$ cat src/rtl/core/cra_pkg.sv
package cra_pkg;

  // Internal CORDIC datapath: 40-bit prescaled values plus growth headroom
  localparam int CW = 42;
  localparam int GUARD = 8;
  localparam int UW = CW - GUARD;
  localparam int DIV_STEPS = 32;

  localparam logic signed [31:0] INVK_Q30 = 32'sd652032874;
  localparam logic signed [31:0] TURN_PER_RAD = 32'sd1367130551;
  localparam logic signed [31:0] PI_Q29 = 32'sd1686629713;
  localparam logic [31:0] HALF_TURN = 32'h8000_0000;
  localparam logic [31:0] QUARTER_TURN = 32'h4000_0000;

  typedef enum logic [1:0] {
    KIND_ADD = 2'd0,
    KIND_SUB = 2'd1,
    KIND_MUL = 2'd2,
    KIND_DIV = 2'd3
  } kind_t;

  typedef struct packed {
    logic                 vec;
    logic signed [CW-1:0] x;
    logic signed [CW-1:0] y;
    logic [31:0]          z;
  } cordic_in_t;

  typedef struct packed {
    kind_t              kind;
    logic               a_pol;
    logic               b_pol;
    logic               a_zero;
    logic               b_zero;
    logic signed [31:0] a1;
    logic signed [31:0] a2;
    logic signed [31:0] b1;
    logic signed [31:0] b2;
    logic [31:0]        ta;
    logic [31:0]        tb;
  } side_t;

  typedef struct packed {
    kind_t                kind;
    logic signed [UW-1:0] ar;
    logic signed [UW-1:0] ai;
    logic signed [UW-1:0] br;
    logic signed [UW-1:0] bi;
    logic signed [31:0]   am;
    logic signed [31:0]   bm;
    logic [31:0]          rt;
    logic                 sat;
  } merge_t;

  typedef struct packed {
    kind_t              kind;
    logic signed [31:0] r1;
    logic signed [31:0] r2;
    logic               sat;
    logic signed [63:0] mprod;
    logic signed [63:0] tprod;
    logic               dz;
    logic               am_neg;
    logic               q_neg;
  } post_t;

  // Arctangent of 2^-i in binary turns
  function automatic logic [31:0] atan_turn(input logic [4:0] i);
    logic [31:0] r;
    case (i)
      5'd0:  r = 32'h20000000;
      5'd1:  r = 32'h12E4051D;
      5'd2:  r = 32'h09FB385B;
      5'd3:  r = 32'h051111D4;
      5'd4:  r = 32'h028B0D43;
      5'd5:  r = 32'h0145D7E1;
      5'd6:  r = 32'h00A2F61E;
      5'd7:  r = 32'h00517C55;
      5'd8:  r = 32'h0028BE53;
      5'd9:  r = 32'h00145F2E;
      5'd10: r = 32'h000A2F98;
      5'd11: r = 32'h000517CC;
      5'd12: r = 32'h00028BE6;
      5'd13: r = 32'h000145F3;
      5'd14: r = 32'h0000A2F9;
      5'd15: r = 32'h0000517C;
      5'd16: r = 32'h000028BE;
      5'd17: r = 32'h0000145F;
      5'd18: r = 32'h00000A2F;
      5'd19: r = 32'h00000517;
      5'd20: r = 32'h0000028B;
      5'd21: r = 32'h00000145;
      5'd22: r = 32'h000000A2;
      5'd23: r = 32'h00000051;
      5'd24: r = 32'h00000028;
      5'd25: r = 32'h00000014;
      5'd26: r = 32'h0000000A;
      5'd27: r = 32'h00000005;
      5'd28: r = 32'h00000002;
      5'd29: r = 32'h00000001;
      default: r = 32'h00000000;
    endcase
    return r;
  endfunction

endpackage

$ cat src/rtl/core/cra_div.sv
module cra_div import cra_pkg::*; #(
  parameter int FRAC_BITS = 16
) (
  input  logic        clk,
  input  logic [31:0] num,
  input  logic [31:0] den,
  output logic [31:0] quo,
  output logic        ovf
);

  logic [31:0] rem [0:DIV_STEPS];
  logic [31:0] low [0:DIV_STEPS];
  logic [31:0] qs  [0:DIV_STEPS];
  logic [31:0] dn  [0:DIV_STEPS];
  logic        ov  [0:DIV_STEPS];

  logic [31:0] rem_init;

  // Dividend is num scaled by 2^FRAC_BITS; its top FRAC_BITS bits seed the remainder
  assign rem_init = 32'(num[31:32-FRAC_BITS]);

  always_ff @(posedge clk) begin
    rem[0] <= rem_init;
    low[0] <= {num[31-FRAC_BITS:0], {FRAC_BITS{1'b0}}};
    qs[0]  <= '0;
    dn[0]  <= den;
    ov[0]  <= rem_init >= den;
  end

  for (genvar k = 0; k < DIV_STEPS; k++) begin : g_step
    logic [32:0] trial;
    logic        ge;

    assign trial = {rem[k], low[k][31]};
    assign ge    = trial >= {1'b0, dn[k]};

    always_ff @(posedge clk) begin
      rem[k+1] <= ge ? 32'(trial - {1'b0, dn[k]}) : trial[31:0];
      low[k+1] <= {low[k][30:0], 1'b0};
      qs[k+1]  <= {qs[k][30:0], ge};
      dn[k+1]  <= dn[k];
      ov[k+1]  <= ov[k];
    end
  end

  assign quo = qs[DIV_STEPS];
  assign ovf = ov[DIV_STEPS];

endmodule

$ cat config.mk
export PLATFORM = sky130hd
export DESIGN_NAME = cra_div
export DESIGN_NICKNAME = d
export VERILOG_FILES = /design/src/rtl/core/cra_pkg.sv /design/src/rtl/core/cra_div.sv
export SDC_FILE = /design/constraint.sdc
export NUM_CORES = 2
export LEC_CHECK = 0
export BUFFER_PORTS_ARGS = -buffer_cell sky130_fd_sc_hd__buf_2
export CAP_MARGIN = 25
export CELL_PAD_IN_SITES_DETAIL_PLACEMENT = 0
export CELL_PAD_IN_SITES_GLOBAL_PLACEMENT = 1
export CORE_MARGIN = 2
export CORE_UTILIZATION = 32
export DETAILED_ROUTE_END_ITERATION = 10
export GPL_TIMING_DRIVEN = 0
export HOLD_SLACK_MARGIN = 0.02
export MAX_ROUTING_LAYER = met4
export PLACE_DENSITY_LB_ADDON = 0.1
export SLEW_MARGIN = 10
export SYNTH_ARGS = -nofsm -noshare
export SYNTH_HDL_FRONTEND = slang
export SYNTH_MEMORY_MAX_BITS = 65536
export SYNTH_SLANG_ARGS = --single-unit
$ cat constraint.sdc
create_clock -name clk -period 7.1 [get_ports clk]
set_input_delay 0.71 -clock clk [delete_from_list [all_inputs] [get_ports clk]]
set_output_delay 0.71 -clock clk [all_outputs]
set_load 0.01 [all_outputs]
==> impl_metrics.py <==
metrics = {
    "logic_synthesis": {
        "ys.flop_type": "dfxtp_1",
        "synth_most_common_cell": "dfxtp_1",
        "ys_top_cells_by_count": "dfxtp_1, inv_1, ha_1, a21oi_1, nand2_1",
        "postSynthCellCount": 12270,
        "mappedNetlistArea_mm2": 0.1164,
        "synth_seq_area_share": 0.4695,
        "synth-adder-area-share": 0.1154,
        "ys_seq_elements": 2729,
        "synth_top_area_cell": "dfxtp_1",
        "yosysWarnings": 0,
        "async_flop_share": 0,
        "synthDistinctLibCells": 100,
        "synth_compound_area_frac": 0.1698,
        "synthesis.nets": 13390,
        "yosys.area_share.xor_xnor": 0.06134,
        "synth_top_family_by_area": "compound AO/OA/AOI/OAI gates",
        "yosys-top-cells-area": "dfxtp_1, ha_1, a21oi_1, inv_1, o21ai_0",
        "synth-simple-area-share": 0.1061,
        "synth-edff-count": 0,
        "syn_area_per_cell_um2": 9.485,
        "synth_mux_area_frac": 0.02842,
        "yosysTopAreaCellShare": 0.4695,
    },
    "route": {
        "drc": 0,
        "ant_nets": 0,
        "via_per_inst": 4.753,
        "wl_per_cell_um": 18.41,
        "via_count": 84640,
        "drt-pass1-iter-count": 5,
        "drt-initial-drc-count": 4654,
        "routed_wl_mm": 327.8,
    },
    "die": {
        "core_mm2": 0.3622,
        "num_rows": 221,
        "start_util": 0.3213,
        "dieArea_mm2": 0.3685,
        "die_w_um": 607.1,
        "die_y_um": 607.1,
        "io-pin-count": 98,
    },
    "cts": {
        "cts_buffer_depth": 4,
        "cts.root.buffer_cell": "clkbuf_16",
        "cts_resized": 0,
        "ctsHtreeMaxLevel": 5,
        "clk_latency_ns": 0.93,
        "clk_transition_reported_paths_ns": 0.06,
        "cts.sinks": 2729,
        "cts_made_buffers": 316,
        "cts_tree": "yes",
    },
    "timing": {
        "fin_tns_setup_ns": 0,
        "skew_ns": 0.05768,
        "rsz0062_at_grt": "false",
        "report.final.slew_viol_count": 0,
        "worst_pin_slew_ns": 1.019,
        "setup_viol": 0,
        "hold_viol_final": 0,
        "setup_ws_ns": 1.975,
        "period_needed_ns": 5.125,
        "relSlewSlack": 0.3144,
        "max_freq_ghz": 0.1951,
        "holdWs_ns": 0.2996,
        "finalCritPeriodShare": 0.7218,
    },
    "layout": {
        "final_cells": 17810,
        "design_area_mm2": 0.1348,
        "fin_util": 0.3722,
        "fill_cells": 36450,
        "syn2layout_area_growth_pct": 15.84,
        "fin_nets": 13870,
        "drive_above_1_share": 0.07789,
    },
    "critical_path": {
        "crit_path_cell_trace": "inv_1 > ha_1 > nor2b_1 > o21a_1 > o21a_1 > o31a_1 > o211ai_1 > o211ai_1 > a21oi_1 > o21ai_0 > a31oi_1 > o31a_1 > clkbuf_1 > clkbuf_1 > o21ai_0",
        "critPathRequiredTime_ns": 7.84,
        "critPathTopFamily": "compound AO/OA/AOI/OAI gates",
        "critPathKind": "register to register",
        "max_stage_delay_ns": 0.65,
        "crit_slowest_cell": "clkbuf_1",
        "cp_num_buf_inv": 3,
        "arrival_ns": 5.86,
        "end_kind": "register",
        "start_kind": "register",
        "cp_max_fo": 11,
    },
    "min_path": {
        "hp-class": "register to register",
    },
    "place": {
        "routabilityCongestion": 0.8671,
        "portBuffers": 97,
        "dp_slack_ns": 1.969,
        "place_area_mm2": 0.1229,
        "dpl.hpwl_mm": 262.0,
        "place_inst": 17160,
    },
    "power_and_ir_drop": {
        "power_mw": 62.04,
        "power_frac_clock": 0.276,
        "p_per_area_mw_per_mm2": 460.2,
        "p_sw_frac": 0.3741,
        "power.internal_mw": 38.83,
        "ir_drop_v": 0.0001861,
        "p_seq_frac": 0.336,
        "p_sw_mw": 23.21,
        "power_leakage_nw": 61.63,
        "share_comb_of_total_power": 0.388,
    },
    "global_routing": {
        "gr-total-overflow": 0,
        "groute.usage.overall": 0.1798,
        "grt_pass1_wl_mm": 502.4,
        "grt_max_degree": 16,
        "grt_pass1_vias": 84550,
        "antenna_found_initial": 5,
    },
    "job": {
        "drv_cap": 0,
    },
    "outcome": {
        "outcome": "finished clean",
    },
}
## layout by cell type (no fill, tap or decap), types with 173 or more instances in the layout
cell and n:
nand2_1 920, clkbuf_1 255, dfxtp_1 2729, inv_1 1273, nor2_1 680, nand3_1 173
a21o_1 449, ha_1 1024, mux2_2 275, clkbuf_16 318, xor2_1 331, xnor2_1 484
o21ai_0 875, a21oi_1 1014
## final timing paths
kind / from / to / slack [ns] / cells past startpoint
hold reg to reg: dn[0][551] / dn[0][583] / 0.30 / 0
setup reg to reg: dn[0][225] / rem[0][286] / 1.98 / 15
setup / recovery: dn[0][225] / rem[0][286] / 1.98 / 15
hold / removal: dn[0][551] / dn[0][583] / 0.30 / 0
## area by class of cell
| cell class | instances | area [µm²] | area share |
|---|---|---|---|
| antenna | 7 | 17.52 | 0.0001299 |
| clock buffer | 405 | 8715 | 0.06464 |
| inverter | 1273 | 4778 | 0.03545 |
| multi-input combinational | 8020 | 56000 | 0.4154 |
| tap | 4794 | 5998 | 0.04449 |
| timing repair buffer | 165 | 1164 | 0.008632 |
| clock inverter | 167 | 2521 | 0.01870 |
| buffer | 247 | 982.2 | 0.007286 |
| sequential | 2729 | 54630 | 0.4053 |
## metal layers
metal / wire, µm / global-route usage / vias to the layer above
met5: 0 / - / -
met4: 8370 / 0.04727 / 0
met3: 10280 / 0.01830 / 450
met2: 158300 / 0.3078 / 1309
met1: 150900 / 0.2253 / 39760
li1: - / - / 43120
## flip-flops by register name, indices dropped and copies added, names as in the netlist
name  cells
dn     1024
low     136
ov       33
qs      528
rem    1008
## kinds of logic (layout without fill, tap and decap cells)
group,count (synthesis),after routing
AO/OA/AOI/OAI,3210,3210
XOR/XNOR,815,815
adder cells (fa/ha/maj),1055,1055
buffers and inverters,1520,2257
flip-flops,2729,2729
multiplexers,296,296
other,0,7
AND/OR/NAND/NOR,2644,2644
## power groups by stage
stage	Clock [mW]	Sequential (mW)	Combinational [mW]
floorplan	0	20.0	17.7
global placement	0	21.3	24.1
detailed placement	0	21.3	24.1
CTS	17.8	21.0	24.3
global route	18.4	21.2	27.0
finish	17.1	20.8	24.1
## timing repair
item | in CTS | in global routing
hold endpoints to repair | 65 | 0
setup buffers | 0 | 0
hold buffers | 64 | 0
No activity file was read; power rests on OpenSTA's default activity.
